## src/hdl/apsu_pkg.sv

```systemverilog
`default_nettype none
// ----------------------------------------------------------------------------
// apsu_pkg: shared definitions of the PowerPC address pair scanner
// Window size, queue size, opcode codes, item kinds and the job record that
// travels from the classifying front to the emitting back.
// ----------------------------------------------------------------------------
package apsu_pkg;

  // Number of words an opened entry stays pending.
  localparam int WINDOW      = 8;
  localparam int SLOT_W      = (WINDOW > 1) ? $clog2(WINDOW) : 1;

  // Job queue between front and back.
  localparam int QUEUE_DEPTH = 4;
  localparam int QPTR_W      = (QUEUE_DEPTH > 1) ? $clog2(QUEUE_DEPTH) : 1;
  localparam int QCNT_W      = $clog2(QUEUE_DEPTH + 1);

  // Configuration register index width (covers unknown indexes too).
  localparam int CFG_IDX_W   = 2;

  // Primary opcodes, bits 31..26 of the instruction word.
  localparam logic [5:0] OPC_LIS  = 6'd15;
  localparam logic [5:0] OPC_ADDI = 6'd14;
  localparam logic [5:0] OPC_ORI  = 6'd24;
  localparam logic [5:0] OPC_LWZ  = 6'd32;

  typedef enum logic [1:0] {
    KIND_ADD  = 2'd0,
    KIND_OR   = 2'd1,
    KIND_LOAD = 2'd2
  } kind_e;

  typedef enum logic [CFG_IDX_W-1:0] {
    CFG_RANGE_LOW  = 2'd0,
    CFG_RANGE_HIGH = 2'd1
  } cfg_idx_e;

  // One closing word together with every entry it closed.
  typedef struct packed {
    logic [31:0]              addr;
    logic [15:0]              low_half;
    kind_e                    kind;
    logic [WINDOW-1:0]        mask;
    logic [WINDOW-1:0][15:0]  upper;
  } job_t;

  // Address formed by an upper half and the closing word's low half.
  function automatic logic [31:0] form_value(kind_e kind, logic [15:0] upper,
                                             logic [15:0] low);
    logic [15:0] hi;
    if (kind == KIND_OR) begin
      hi = upper;
    end else begin
      // Adding the sign-extended low half only touches the upper 16 bits.
      hi = upper + {16{low[15]}};
    end
    return {hi, low};
  endfunction

endpackage
`default_nettype wire

```

## src/hdl/apsu_if.sv

```systemverilog
`default_nettype none
// ----------------------------------------------------------------------------
// apsu_if: item channels of the PowerPC address pair scanner
// Valid/ready channels for instruction words in and address results out.
// ----------------------------------------------------------------------------
interface apsu_in_if;
  logic        valid;
  logic        ready;
  logic [31:0] instruction_word;
  logic [31:0] word_address;
  logic        section_start;

  modport source (output valid, output instruction_word, output word_address,
                  output section_start, input ready);
  modport sink (input valid, input instruction_word, input word_address,
                input section_start, output ready);
endinterface

interface apsu_out_if;
  logic        valid;
  logic        ready;
  logic [31:0] match_address;
  logic [31:0] formed_value;
  logic [1:0]  access_kind;
  logic        last_of_run;

  modport source (output valid, output match_address, output formed_value,
                  output access_kind, output last_of_run, input ready);
  modport sink (input valid, input match_address, input formed_value,
                input access_kind, input last_of_run, output ready);
endinterface
`default_nettype wire

```

## src/hdl/apsu_front.sv

```systemverilog
`default_nettype none
// ----------------------------------------------------------------------------
// apsu_front: window of pending entries and word classification
// Accepts one word per cycle while the queue has room, keeps the age-ordered window of
// open entries, closes the matching ones and queues a job for each word that closed any.
// ----------------------------------------------------------------------------
module apsu_front (
  input  wire logic          clk_i,
  input  wire logic          rst_ni,
  apsu_in_if.sink            in_i,
  output apsu_pkg::job_t     push_data_o,
  output logic               push_o,
  input  wire logic          full_i
);
  import apsu_pkg::*;

  logic [WINDOW-1:0]       valid_q, valid_d;
  logic [WINDOW-1:0][4:0]  reg_q, reg_d;
  logic [WINDOW-1:0][15:0] upper_q, upper_d;

  logic              accept;
  logic [5:0]        opc;
  logic [4:0]        rb;
  logic              consumer;
  logic              opener;
  logic [WINDOW-1:0] live;
  logic [WINDOW-1:0] mask;
  logic [WINDOW-1:0] remaining;
  kind_e             kind;

  assign in_i.ready = !full_i;
  assign accept     = in_i.valid && in_i.ready;

  // Decode the word.
  assign opc      = in_i.instruction_word[31:26];
  assign rb       = in_i.instruction_word[20:16];
  assign consumer = (opc == OPC_ADDI) || (opc == OPC_ORI) || (opc == OPC_LWZ);
  assign opener   = (opc == OPC_LIS) && (rb == 5'd0);

  always_comb begin
    case (opc)
      OPC_ORI: kind = KIND_OR;
      OPC_LWZ: kind = KIND_LOAD;
      default: kind = KIND_ADD;
    endcase
  end

  // Match every live entry against the base register in parallel.
  always_comb begin
    live = in_i.section_start ? '0 : valid_q;
    for (int k = 0; k < WINDOW; k++) begin
      mask[k] = consumer && live[k] && (reg_q[k] == rb);
    end
    remaining = live & ~mask;
  end

  // Age the window by one word and, for an opening word, open a new entry at the young end.
  always_comb begin
    valid_d = valid_q;
    reg_d   = reg_q;
    upper_d = upper_q;
    if (accept) begin
      for (int k = 1; k < WINDOW; k++) begin
        valid_d[k] = remaining[k-1];
        reg_d[k]   = reg_q[k-1];
        upper_d[k] = upper_q[k-1];
      end
      valid_d[0] = opener;
      reg_d[0]   = in_i.instruction_word[25:21];
      upper_d[0] = in_i.instruction_word[15:0];
    end
  end

  always_ff @(posedge clk_i or negedge rst_ni) begin
    if (!rst_ni) begin
      valid_q <= '0;
    end else begin
      valid_q <= valid_d;
    end
  end

  always_ff @(posedge clk_i) begin
    reg_q   <= reg_d;
    upper_q <= upper_d;
  end

  // A job goes to the queue only when the word closed at least one entry.
  assign push_o               = accept && (|mask);
  assign push_data_o.addr     = in_i.word_address;
  assign push_data_o.low_half = in_i.instruction_word[15:0];
  assign push_data_o.kind     = kind;
  assign push_data_o.mask     = mask;
  assign push_data_o.upper    = upper_q;

endmodule
`default_nettype wire

```

## src/hdl/apsu_fifo.sv

```systemverilog
`default_nettype none
// ----------------------------------------------------------------------------
// apsu_fifo: job queue between front and back
// A short first-in first-out queue of jobs with a registered store.
// ----------------------------------------------------------------------------
module apsu_fifo (
  input  wire logic            clk_i,
  input  wire logic            rst_ni,
  input  wire logic            push_i,
  input  wire apsu_pkg::job_t  push_data_i,
  output logic                 full_o,
  input  wire logic            pop_i,
  output apsu_pkg::job_t       head_o,
  output logic                 empty_o
);
  import apsu_pkg::*;

  job_t              store_q [QUEUE_DEPTH];
  logic [QPTR_W-1:0] wr_ptr_q, wr_ptr_d;
  logic [QPTR_W-1:0] rd_ptr_q, rd_ptr_d;
  logic [QCNT_W-1:0] count_q, count_d;
  logic              do_push;
  logic              do_pop;

  assign full_o  = (count_q == QCNT_W'(QUEUE_DEPTH));
  assign empty_o = (count_q == '0);
  assign head_o  = store_q[rd_ptr_q];

  assign do_push = push_i && !full_o;
  assign do_pop  = pop_i && !empty_o;

  // Pointer and count update, wrapping at the queue depth.
  always_comb begin
    wr_ptr_d = wr_ptr_q;
    rd_ptr_d = rd_ptr_q;
    count_d  = count_q;
    if (do_push) begin
      wr_ptr_d = (wr_ptr_q == QPTR_W'(QUEUE_DEPTH - 1)) ? '0 : wr_ptr_q + 1'b1;
    end
    if (do_pop) begin
      rd_ptr_d = (rd_ptr_q == QPTR_W'(QUEUE_DEPTH - 1)) ? '0 : rd_ptr_q + 1'b1;
    end
    if (do_push && !do_pop) begin
      count_d = count_q + 1'b1;
    end else if (do_pop && !do_push) begin
      count_d = count_q - 1'b1;
    end
  end

  always_ff @(posedge clk_i or negedge rst_ni) begin
    if (!rst_ni) begin
      wr_ptr_q <= '0;
      rd_ptr_q <= '0;
      count_q  <= '0;
    end else begin
      wr_ptr_q <= wr_ptr_d;
      rd_ptr_q <= rd_ptr_d;
      count_q  <= count_d;
    end
  end

  always_ff @(posedge clk_i) begin
    if (do_push) begin
      store_q[wr_ptr_q] <= push_data_i;
    end
  end

endmodule
`default_nettype wire

```

## src/hdl/apsu_back.sv

```systemverilog
`default_nettype none
// ----------------------------------------------------------------------------
// apsu_back: address forming and result emission
// Takes one job at a time, keeps the closed entries whose address is in
// range and emits them oldest first, one item per cycle while the output is
// not stalled, into an output register.
// ----------------------------------------------------------------------------
module apsu_back (
  input  wire logic            clk_i,
  input  wire logic            rst_ni,
  input  wire apsu_pkg::job_t  head_i,
  input  wire logic            empty_i,
  output logic                 pop_o,
  input  wire logic [31:0]     range_low_i,
  input  wire logic [31:0]     range_high_i,
  apsu_out_if.source           out_o
);
  import apsu_pkg::*;

  // Job being worked on.
  logic [WINDOW-1:0]       rem_q, rem_d;
  logic [WINDOW-1:0][15:0] upper_q;
  logic [15:0]             low_q;
  kind_e                   kind_q;
  logic [31:0]             addr_q;

  // Output register.
  logic        out_valid_q, out_valid_d;
  logic [31:0] out_addr_q;
  logic [31:0] out_value_q;
  kind_e       out_kind_q;
  logic        out_last_q;

  logic [WINDOW-1:0] hits;
  logic [SLOT_W-1:0] sel;
  logic [WINDOW-1:0] sel_bit;
  logic              advance;
  logic              emit;
  logic              last;
  logic              load;

  // Range check of every closed entry of the queue head in parallel.
  always_comb begin
    logic [31:0] v;
    for (int k = 0; k < WINDOW; k++) begin
      v       = form_value(head_i.kind, head_i.upper[k], head_i.low_half);
      hits[k] = head_i.mask[k] && (v >= range_low_i) && (v < range_high_i);
    end
  end

  // Pick the oldest remaining entry (highest slot index).
  always_comb begin
    sel     = '0;
    sel_bit = '0;
    for (int k = 0; k < WINDOW; k++) begin
      if (rem_q[k]) begin
        sel     = SLOT_W'(k);
        sel_bit = WINDOW'(1) << k;
      end
    end
  end

  assign advance = !out_valid_q || out_o.ready;
  assign emit    = (|rem_q) && advance;
  assign last    = ((rem_q & ~sel_bit) == '0);
  assign load    = !empty_i && ((rem_q == '0) || (emit && last));
  assign pop_o   = load;

  always_comb begin
    rem_d = rem_q;
    if (load) begin
      rem_d = hits;
    end else if (emit) begin
      rem_d = rem_q & ~sel_bit;
    end
    out_valid_d = out_valid_q;
    if (advance) begin
      out_valid_d = emit;
    end
  end

  always_ff @(posedge clk_i or negedge rst_ni) begin
    if (!rst_ni) begin
      rem_q       <= '0;
      out_valid_q <= 1'b0;
    end else begin
      rem_q       <= rem_d;
      out_valid_q <= out_valid_d;
    end
  end

  // Job payload, taken when the next job is loaded.
  always_ff @(posedge clk_i) begin
    if (load) begin
      upper_q <= head_i.upper;
      low_q   <= head_i.low_half;
      kind_q  <= head_i.kind;
      addr_q  <= head_i.addr;
    end
  end

  // Result payload, formed again for the selected entry.
  always_ff @(posedge clk_i) begin
    if (emit) begin
      out_addr_q  <= addr_q;
      out_value_q <= form_value(kind_q, upper_q[sel], low_q);
      out_kind_q  <= kind_q;
      out_last_q  <= last;
    end
  end

  assign out_o.valid         = out_valid_q;
  assign out_o.match_address = out_addr_q;
  assign out_o.formed_value  = out_value_q;
  assign out_o.access_kind   = out_kind_q;
  assign out_o.last_of_run   = out_last_q;

endmodule
`default_nettype wire

```

## src/hdl/ppc_address_pair_scanner_unit.sv

```systemverilog
// Path: a closing word's job is written into the queue, loaded by the back,
// and its first result is registered in the output register; further results
// of the same word follow one per cycle while the output is not stalled.
// Throughput: one word per cycle while the queue has room; the back emits one
// result for each closed entry in range, and the four-job queue absorbs bursts.
// Reset: all window entries are closed, both range bounds are zero.
`default_nettype none
// ----------------------------------------------------------------------------
// ppc_address_pair_scanner_unit: PowerPC address pair scanner
// Finds load-immediate-shifted / immediate pairs in an instruction stream
// and reports the formed addresses that fall in a configured range.
// ----------------------------------------------------------------------------
module ppc_address_pair_scanner_unit (
  input  wire logic                           clk_i,
  input  wire logic                           rst_ni,
  apsu_in_if.sink                             in_i,
  apsu_out_if.source                          out_o,
  input  wire logic                           cfg_we_i,
  input  wire logic [apsu_pkg::CFG_IDX_W-1:0] cfg_idx_i,
  input  wire logic [31:0]                    cfg_data_i
);
  import apsu_pkg::*;

  logic [31:0] range_low_q;
  logic [31:0] range_high_q;

  job_t push_data;
  logic push;
  logic full;
  job_t head;
  logic pop;
  logic empty;

  // Configuration registers; unknown indexes are ignored.
  always_ff @(posedge clk_i or negedge rst_ni) begin
    if (!rst_ni) begin
      range_low_q  <= '0;
      range_high_q <= '0;
    end else if (cfg_we_i) begin
      case (cfg_idx_e'(cfg_idx_i))
        CFG_RANGE_LOW:  range_low_q  <= cfg_data_i;
        CFG_RANGE_HIGH: range_high_q <= cfg_data_i;
        default: ;
      endcase
    end
  end

  apsu_front u_front (
    .clk_i       (clk_i),
    .rst_ni      (rst_ni),
    .in_i        (in_i),
    .push_data_o (push_data),
    .push_o      (push),
    .full_i      (full)
  );

  apsu_fifo u_fifo (
    .clk_i       (clk_i),
    .rst_ni      (rst_ni),
    .push_i      (push),
    .push_data_i (push_data),
    .full_o      (full),
    .pop_i       (pop),
    .head_o      (head),
    .empty_o     (empty)
  );

  apsu_back u_back (
    .clk_i        (clk_i),
    .rst_ni       (rst_ni),
    .head_i       (head),
    .empty_i      (empty),
    .pop_o        (pop),
    .range_low_i  (range_low_q),
    .range_high_i (range_high_q),
    .out_o        (out_o)
  );

endmodule
`default_nettype wire

```

## src/flat_wrapper.sv

```systemverilog
// flat-port wrapper written by rule: the top's interface ports become plain ports
module ppc_address_pair_scanner_unit_flat import apsu_pkg::*;
  (clk_i, rst_ni, cfg_we_i, cfg_idx_i, cfg_data_i, in_i_valid, in_i_instruction_word, in_i_word_address, in_i_section_start, in_i_ready, out_o_valid, out_o_match_address, out_o_formed_value, out_o_access_kind, out_o_last_of_run, out_o_ready);
  apsu_in_if in_i_i ();
  apsu_out_if out_o_i ();
  input  wire logic clk_i;
  input  wire logic rst_ni;
  input  wire logic cfg_we_i;
  input  wire logic [apsu_pkg::CFG_IDX_W-1:0] cfg_idx_i;
  input  wire logic [31:0] cfg_data_i;
  input wire logic [$bits(in_i_i.valid)-1:0] in_i_valid;
  input wire logic [$bits(in_i_i.instruction_word)-1:0] in_i_instruction_word;
  input wire logic [$bits(in_i_i.word_address)-1:0] in_i_word_address;
  input wire logic [$bits(in_i_i.section_start)-1:0] in_i_section_start;
  output wire logic [$bits(in_i_i.ready)-1:0] in_i_ready;
  output wire logic [$bits(out_o_i.valid)-1:0] out_o_valid;
  output wire logic [$bits(out_o_i.match_address)-1:0] out_o_match_address;
  output wire logic [$bits(out_o_i.formed_value)-1:0] out_o_formed_value;
  output wire logic [$bits(out_o_i.access_kind)-1:0] out_o_access_kind;
  output wire logic [$bits(out_o_i.last_of_run)-1:0] out_o_last_of_run;
  input wire logic [$bits(out_o_i.ready)-1:0] out_o_ready;
  assign in_i_i.valid = in_i_valid;
  assign in_i_i.instruction_word = in_i_instruction_word;
  assign in_i_i.word_address = in_i_word_address;
  assign in_i_i.section_start = in_i_section_start;
  assign in_i_ready = in_i_i.ready;
  assign out_o_valid = out_o_i.valid;
  assign out_o_match_address = out_o_i.match_address;
  assign out_o_formed_value = out_o_i.formed_value;
  assign out_o_access_kind = out_o_i.access_kind;
  assign out_o_last_of_run = out_o_i.last_of_run;
  assign out_o_i.ready = out_o_ready;
  ppc_address_pair_scanner_unit u_core (.clk_i(clk_i), .rst_ni(rst_ni), .in_i(in_i_i), .out_o(out_o_i), .cfg_we_i(cfg_we_i), .cfg_idx_i(cfg_idx_i), .cfg_data_i(cfg_data_i));
endmodule
```

## config.mk

```make
export PLATFORM = sky130hd
export DESIGN_NAME = ppc_address_pair_scanner_unit_flat
export DESIGN_NICKNAME = d
export VERILOG_FILES = /design/src/hdl/apsu_pkg.sv /design/src/hdl/apsu_if.sv /design/src/hdl/apsu_front.sv /design/src/hdl/apsu_fifo.sv /design/src/hdl/apsu_back.sv /design/src/hdl/ppc_address_pair_scanner_unit.sv /design/src/flat_wrapper.sv
export SDC_FILE = /design/constraint.sdc
export NUM_CORES = 1
export LEC_CHECK = 0
export BUFFER_PORTS_ARGS = -buffer_cell sky130_fd_sc_hd__buf_2
export CAP_MARGIN = 10
export CORE_AREA = 2 2 341 377
export DETAILED_ROUTE_END_ITERATION = 12
export DIE_AREA = 0 0 343 379
export PLACE_DENSITY = 0.74
export SLEW_MARGIN = 15
export SYNTH_ARGS = -nofsm -noshare
export SYNTH_HDL_FRONTEND = slang
export SYNTH_HIERARCHICAL = 1
export SYNTH_SLANG_ARGS = --single-unit
```

## constraint.sdc

```tcl
create_clock -name clk_i -period 10.5 [get_ports clk_i]
set_input_delay 1.05 -clock clk_i [delete_from_list [all_inputs] [get_ports clk_i]]
set_output_delay 1.05 -clock clk_i [all_outputs]
set_load 0.1 [all_outputs]
```

After elaboration in Yosys (flattened, before gate mapping):

Memories as Yosys holds them, arrays and structs flattened.
Index checks and enable logic that the tools add are counted.

* bits in registers: 501
* bits in writable memories: 744
* memories: 1

* reductions and logical operators: 62
* order comparisons: 17
* bitwise gates (word level): 4
* equality and inequality tests: 18
* multiplexer cells: 36
* add/sub/neg operators: 13

Memory list
* u_core.u_fifo.store_q: words 4, width 186, read ports 1, clocked after Yosys merged registers in 0, wr ports 1, RTL line apsu_fifo.sv:18 `job_t store_q [QUEUE_DEPTH];`

Operators by type and width (count)
* $ge 32x32->1: 8
* $lt 32x32->1: 8
* $mux 16: 10
* $add 16x16->16: 9
* $mux 8: 10
* $bmux 16 s3: 1
* $logic_and 1x1->1: 42
* $eq 5x5->1: 8
* $mux 3: 8
* $logic_not 8->1: 2
* $reduce_or 8->1: 2
* $eq 6x4->1 const B: 2
* $and 8x8->8: 1
* $not 8->8: 1
* $and 7x7->7: 1
* $not 7->7: 1
* $eq 2x1->1 const B: 3
* $eq 6x5->1 const B: 1
* $eq 6x6->1 const B: 1
* $logic_not 1->1: 5
* $logic_not 5->1: 1
* $add 2x1->2 const B: 2
* $eq 2x2->1 const B: 2
* $logic_or 1x1->1: 4
* 11 further kinds: 17

Depth between registers and ports, before layout:

* depth in word-level cells: 18
* mapped depth: 24
* depth with buffers taken out: 21

Cells and area by module:

Netlist, hierarchy kept.

By module, submodules not included
* apsu_fifo: instances 1, cells each 1009, seq. area each 22516.6 µm², area an instance 27257.4 µm²
* apsu_back: instances 1, cells each 2343, seq. area each 7582.3 µm², area an instance 22826.9 µm²
* apsu_front: instances 1, cells each 338, seq. area each 5245.0 µm², area an instance 6388.6 µm²
* ppc_address_pair_scanner_unit: instances 1, cells each 136, seq. area each 1601.5 µm², area an instance 2416.1 µm²

Worst setup path after synthesis:

Ideal clock, no wire load.

* path type: in2reg
* start point: input port in_i_instruction_word[28]
* end point: memory u_core/u_fifo/store_q[3][0] (netlist bit) (enable)
* data arrival time: 10.170 ns
* library setup time: 0.737 ns
* data required time: 9.763 ns
* setup slack: -0.406 ns
* cell stages on the path: 8
* path through: or4b_1 -> a21oi_2 -> o21bai_2 -> nand2b_4 -> buf_6 -> a211oi_2 -> nand2_1 -> nor2_1

* longest elaborated chain between the ends: 10

RTL lines
* start: declaration: RTL line flat_wrapper.sv:12 `input wire logic [$bits(in_i_i.instruction_word)-1:0] in_i_instruction_word;`
* $eq 6x4->1 or $eq 6x5->1 (tied branches): RTL line apsu_front.sv:37 `assign consumer = (opc == OPC_ADDI) || (opc == OPC_ORI) || (opc == OPC_LWZ);`
* $logic_or 1x1->1: RTL line apsu_front.sv:37
* $logic_or 1x1->1 (*): RTL line apsu_front.sv:37
* $logic_and 1x1->1 (2 in a row): RTL line apsu_front.sv:52 `mask[k] = consumer && live[k] && (reg_q[k] == rb);`
* $reduce_or 8->1 (*): RTL line apsu_front.sv:88 `assign push_o = accept && (|mask);`
* $logic_and 1x1->1 (*): RTL line apsu_front.sv:88
* net u_core.push: RTL line ppc_address_pair_scanner_unit.sv:28 `logic push;`
* $logic_and 1x1->1 (*): RTL line apsu_fifo.sv:29 `assign do_push = push_i && !full_o;`
* $mux 1 (*): RTL line apsu_fifo.sv:63 `if (do_push) begin`
* $mux 1 (implied by the code) (*): RTL line apsu_fifo.sv:64 `store_q[wr_ptr_q] <= push_data_i;`
* end: declaration: RTL line apsu_fifo.sv:18

Mark *: on every way through the listed nets, which the timed path passes. The rest lies on a longest branch.

==> impl_summary.txt <==
----------------------------------------------------
[GRT]
  Wire length of the first global-routing pass ... 208700 um
  Pin count of the biggest net entering global routing ... 110
  Antenna violations before repair ... 5
  Number of global-route vias before repair ... 34210
  Overall global routing resource usage ... 21.28%
  Global route overflow ... 0

[Logic synthesis]
  Largest area contributor in the synthesized netlist ... edfxtp_1
  Mapped cell area ... 58890 um2
  Top cells by area, synth ... edfxtp_1 59%, ha_1 9.1%, mux4_2 7.8%, dfrtp_1 3.7%, a21oi_1 1.8%
  Net count after synthesis ... 4368
  Synth unique cells ... just over 90
  Number of storage elements in the synthesis netlist ... 1245
  Yosys warnings ... 6
  Number of cells produced by synthesis ... 3826
  Main synth FF type ... edfxtp_1
  Area share of the largest cell type after synthesis ... 59.00%
  Share of synthesized registers carrying an async set or reset ... 7.068%
  Post-Syn Area per Cell ... 15.39 um2
  Count of flip-flops with a built-in enable after synthesis ... approximately 1200
  Share of synthesized area occupied by flip-flops and latches ... 62.74%

[Setup path]
  Critical path arrival ... ~7.8 ns
  Delay of the slowest cell on the worst path ... 0.92 ns
  Largest fanout of any net on the critical path ... 53
  Capture point of the worst reg-to-reg path ... u_core/u_back/rem_q[7]$_DFFE_PN0P_
  Launching element type of the critical path ... register
  Most Frequent Cell on Critical Path ... o21ai_0
  Kind of cell adding the most delay to the critical path ... compound AO/OA/AOI/OAI gates
  Crit-path slowest cell ... dfrtp_4
  Endpoint type of the worst setup path ... register
  Setup slack of the worst register-to-register path ... 3.39 ns
  Reg-to-Reg Start ... u_core/u_fifo/rd_ptr_q[1]$_DFFE_PN0P_
  WP data required ... 11.14 ns
  Worst path bufs/invs ... 2
  List of cells traversed by the critical path ... mux4_4, buf_4, buf_4, ha_1, a21o_1, a2111oi_0, a32oi_1, a211oi_1, o31ai_1, xnor2_1, o21ai_0, o21ai_0, ha_1, and4_1, nand3_1, nor4_1, a21oi_1, o21ai_0, a21oi_1, o31ai_2
  Number of cell instances on the worst register-to-register path ... 20
  Critical Setup Path Class ... register to register

[Floorplanning]
  Area of the core ... around 130000 um2
  Die height ... 379 um
  Standard-cell row count ... 137
  Effective utilization at floorplan ... between 40% and 50%
  I/O pin total ... 173
  Horiz. Die Dim ... 343 um
  Die outline area ... 130000 um2

[Layout]
  Nets@finish ... 4558
  Highest-count cells in the layout ignoring fill and taps ... 1157 x edfxtp_1, 428 x ha_1, 209 x a21oi_1
  Layout overhead on the synthesized area ... 11.28%
  Most common library cell in the layout ignoring fill and taps ... edfxtp_1
  Final Cell Area ... about 66000 um2
  Layout cell share with drive strength beyond 1 ... 17.81%
  Final Instance Count excl. Fillers ... between 5000 and 6000

[Min path]
  Worst Hold Class ... input pin to asynchronous set/reset pin

[Clock tree]
  Reg clk slew, reported paths ... 0.07 ns
  TritonCTS Buffers ... ~120
  Clock tree from TritonCTS ... yes
  Number of buffers between clock root and the deepest sink ... 3
  Post-CTS setup buffer count ... 0
  H-tree Lvls ... 3
  CTS-repair resized insts ... 0
  Sinks on Clock Net ... 1245
  Skew-Pair Late Insertion Delay ... 0.75 ns
  Root buffer selected by CTS ... clkbuf_16
  Hold bufs inserted after CTS ... 0

[STA]
  Worst clock skew on the final layout ... 0.05359 ns
  Unrepaired setup endpoints after global routing ... false
  Final period utilization ... between 60% and 70%
  Setup violation total in the final timing report ... 0
  Number of slew-limit violations in the final report ... 0
  Number of endpoints with negative hold slack in the final report ... 0
  Final setup TNS ... 0 ns
  Max-slew headroom ... 18.96%
  Hold slack ... 0.3037 ns
  Measured slew at the worst slew-check pin ... 1.197 ns
  Crit path time final ... ~7 ns
  Highest clock rate ... between 100 and 150 MHz

[Run status]
  Outcome ... finished clean

[Placement]
  Sum of net half-perimeters after detailed placement ... 92210 um
  RD Place Congestion ... 0.9319
  Placed instance count ... about 5600
  # port buffers ... approximately 170
  Post-detailed-placement cell area ... 61380 um2

[Detailed routing]
  Average wire per standard cell ... between 20 and 25 um
  Total wirelength of the detailed-routed design ... 139100 um
  Vias after detailed routing ... around 34000
  DR pass1 iterations ... 5
  Violation count after the first detailed-route iteration ... 3676
  Routed vias/inst ... just under 6
  Count of antenna-violating nets left after detailed routing ... 0
  Number of design rule violations left after detail routing ... 0

[Job]
  Max-cap check violation count ... 0

----------------------------------------------------
==> cell usage after synthesis, types with 11 or more instances <==
cell type / count
a21o_1: 137
o31ai_1: 23
buf_6: 16
nor2b_1: 33
o2111ai_1: 18
o21a_1: 22
a21oi_1: 210
xnor2_1: 54
xor2_1: 73
o211ai_1: 17
and2_1: 15
buf_4: 52
dfrtp_1: 88
nand3_1: 70
nor2_1: 183
nand2b_1: 23
mux2_2: 76
or3_1: 25
a311oi_1: 14
nor3_1: 37
nand2_1: 200
and3_1: 25
mux4_2: 204
buf_2: 29
edfxtp_1: 1157
inv_1: 128
nor4_1: 17
a31oi_1: 15
nand4_1: 56
a211oi_1: 29
buf_1: 11
o21ai_0: 126
clkbuf_1: 42
ha_1: 428
==> state kept, by name, indices dropped and copies added, names as in the netlist <==
| signal | flops |
|---|---|
| u_core/u_fifo/count_q | 3 |
| u_core/u_back/low_q | 16 |
| u_core/u_front/push_data_o | 128 |
| u_core/u_fifo/wr_ptr_q | 2 |
| u_core/u_back/out_o.access_kind | 2 |
| u_core/u_back/kind_q | 2 |
| u_core/u_back/out_o.valid | 1 |
| u_core/u_front/valid_q | 8 |
| u_core/u_back/addr_q | 32 |
| u_core/u_back/out_o.match_address | 32 |
| u_core/u_back/rem_q | 8 |
| u_core/u_fifo/rd_ptr_q | 2 |
| u_core/range_high_q | 32 |
| u_core/range_low_q | 32 |
| u_core/u_back/out_o.formed_value | 32 |
| u_core/u_back/out_o.last_of_run | 1 |
| u_core/u_back/upper_q | 128 |
| u_core/u_fifo/store_q | 744 |
| u_core/u_front/reg_q | 40 |
==> worst max path at each step <==
stage	to	from	slack (ns)	cells after the start
6_report	u_core/u_back/rem_q[7]$_DFFE_PN0P_	u_core/u_fifo/rd_ptr_q[1]$_DFFE_PN0P_	3.39	20
2_1_floorplan	u_core/u_fifo/store_q[3][0]$_DFFE_PP_	in_i_instruction_word[28]	2.78	8
5_1_grt	u_core/u_back/rem_q[7]$_DFFE_PN0P_	u_core/u_fifo/rd_ptr_q[1]$_DFFE_PN0P_	2.95	20
4_1_cts	u_core/u_back/rem_q[7]$_DFFE_PN0P_	u_core/u_fifo/rd_ptr_q[1]$_DFFE_PN0P_	3.46	22
3_5_place_dp	u_core/u_back/rem_q[7]$_DFFE_PN0P_	u_core/u_fifo/rd_ptr_q[1]$_DFFE_PN0P_	3.50	22
3_3_place_gp	u_core/u_back/rem_q[7]$_DFFE_PN0P_	u_core/u_fifo/rd_ptr_q[1]$_DFFE_PN0P_	3.54	22
==> routing by layer <==
metal | vias to the layer above | global-route usage (%) | share of wire, %
li1 | 15430 | - | -
met3 | 294 | 3.496 | 7.4
met1 | 17260 | 29.28 | 41
met2 | 1440 | 34.49 | 48
met5 | - | 0 | 0.024
met4 | 6 | 7.176 | 3.4
==> cell type report <==
cell class | count | area, um2
Antenna cell | 1 | 2.502
Sequential cell | 1245 | 36950
Timing Repair Buffer | 220 | 1274
Clock buffer | 158 | 3361
Multi-Input combinational cell | 2299 | 20570
Clock inverter | 71 | 792.0
Tap cell | 1668 | 2087
Fill cell | 10240 | 60630
Inverter | 129 | 499.2
==> cells by family after synthesis <==
group                      share of synthesized area, %
AOI/OAI and AO/OA                                 7.832
xor gates and xnor gates                          1.889
adders and majority gates                         9.468
buffers and inverters                             2.445
DFF                                               62.74
muxes                                             9.378
and+or+nand+nor                                   6.251
==> through the flow <==
stage	util [%]	setup WS [ns]
2_1_floorplan	-	2.781
3_3_place_gp	48.65	3.536
3_5_place_dp	48.65	3.498
4_1_cts	51.94	3.460
5_1_grt	51.94	2.952
6_report	51.94	3.387
Power is left out: the tool's default activity adds up to more than one toggle a clock period on the data nets, which glitch-free logic cannot reach.
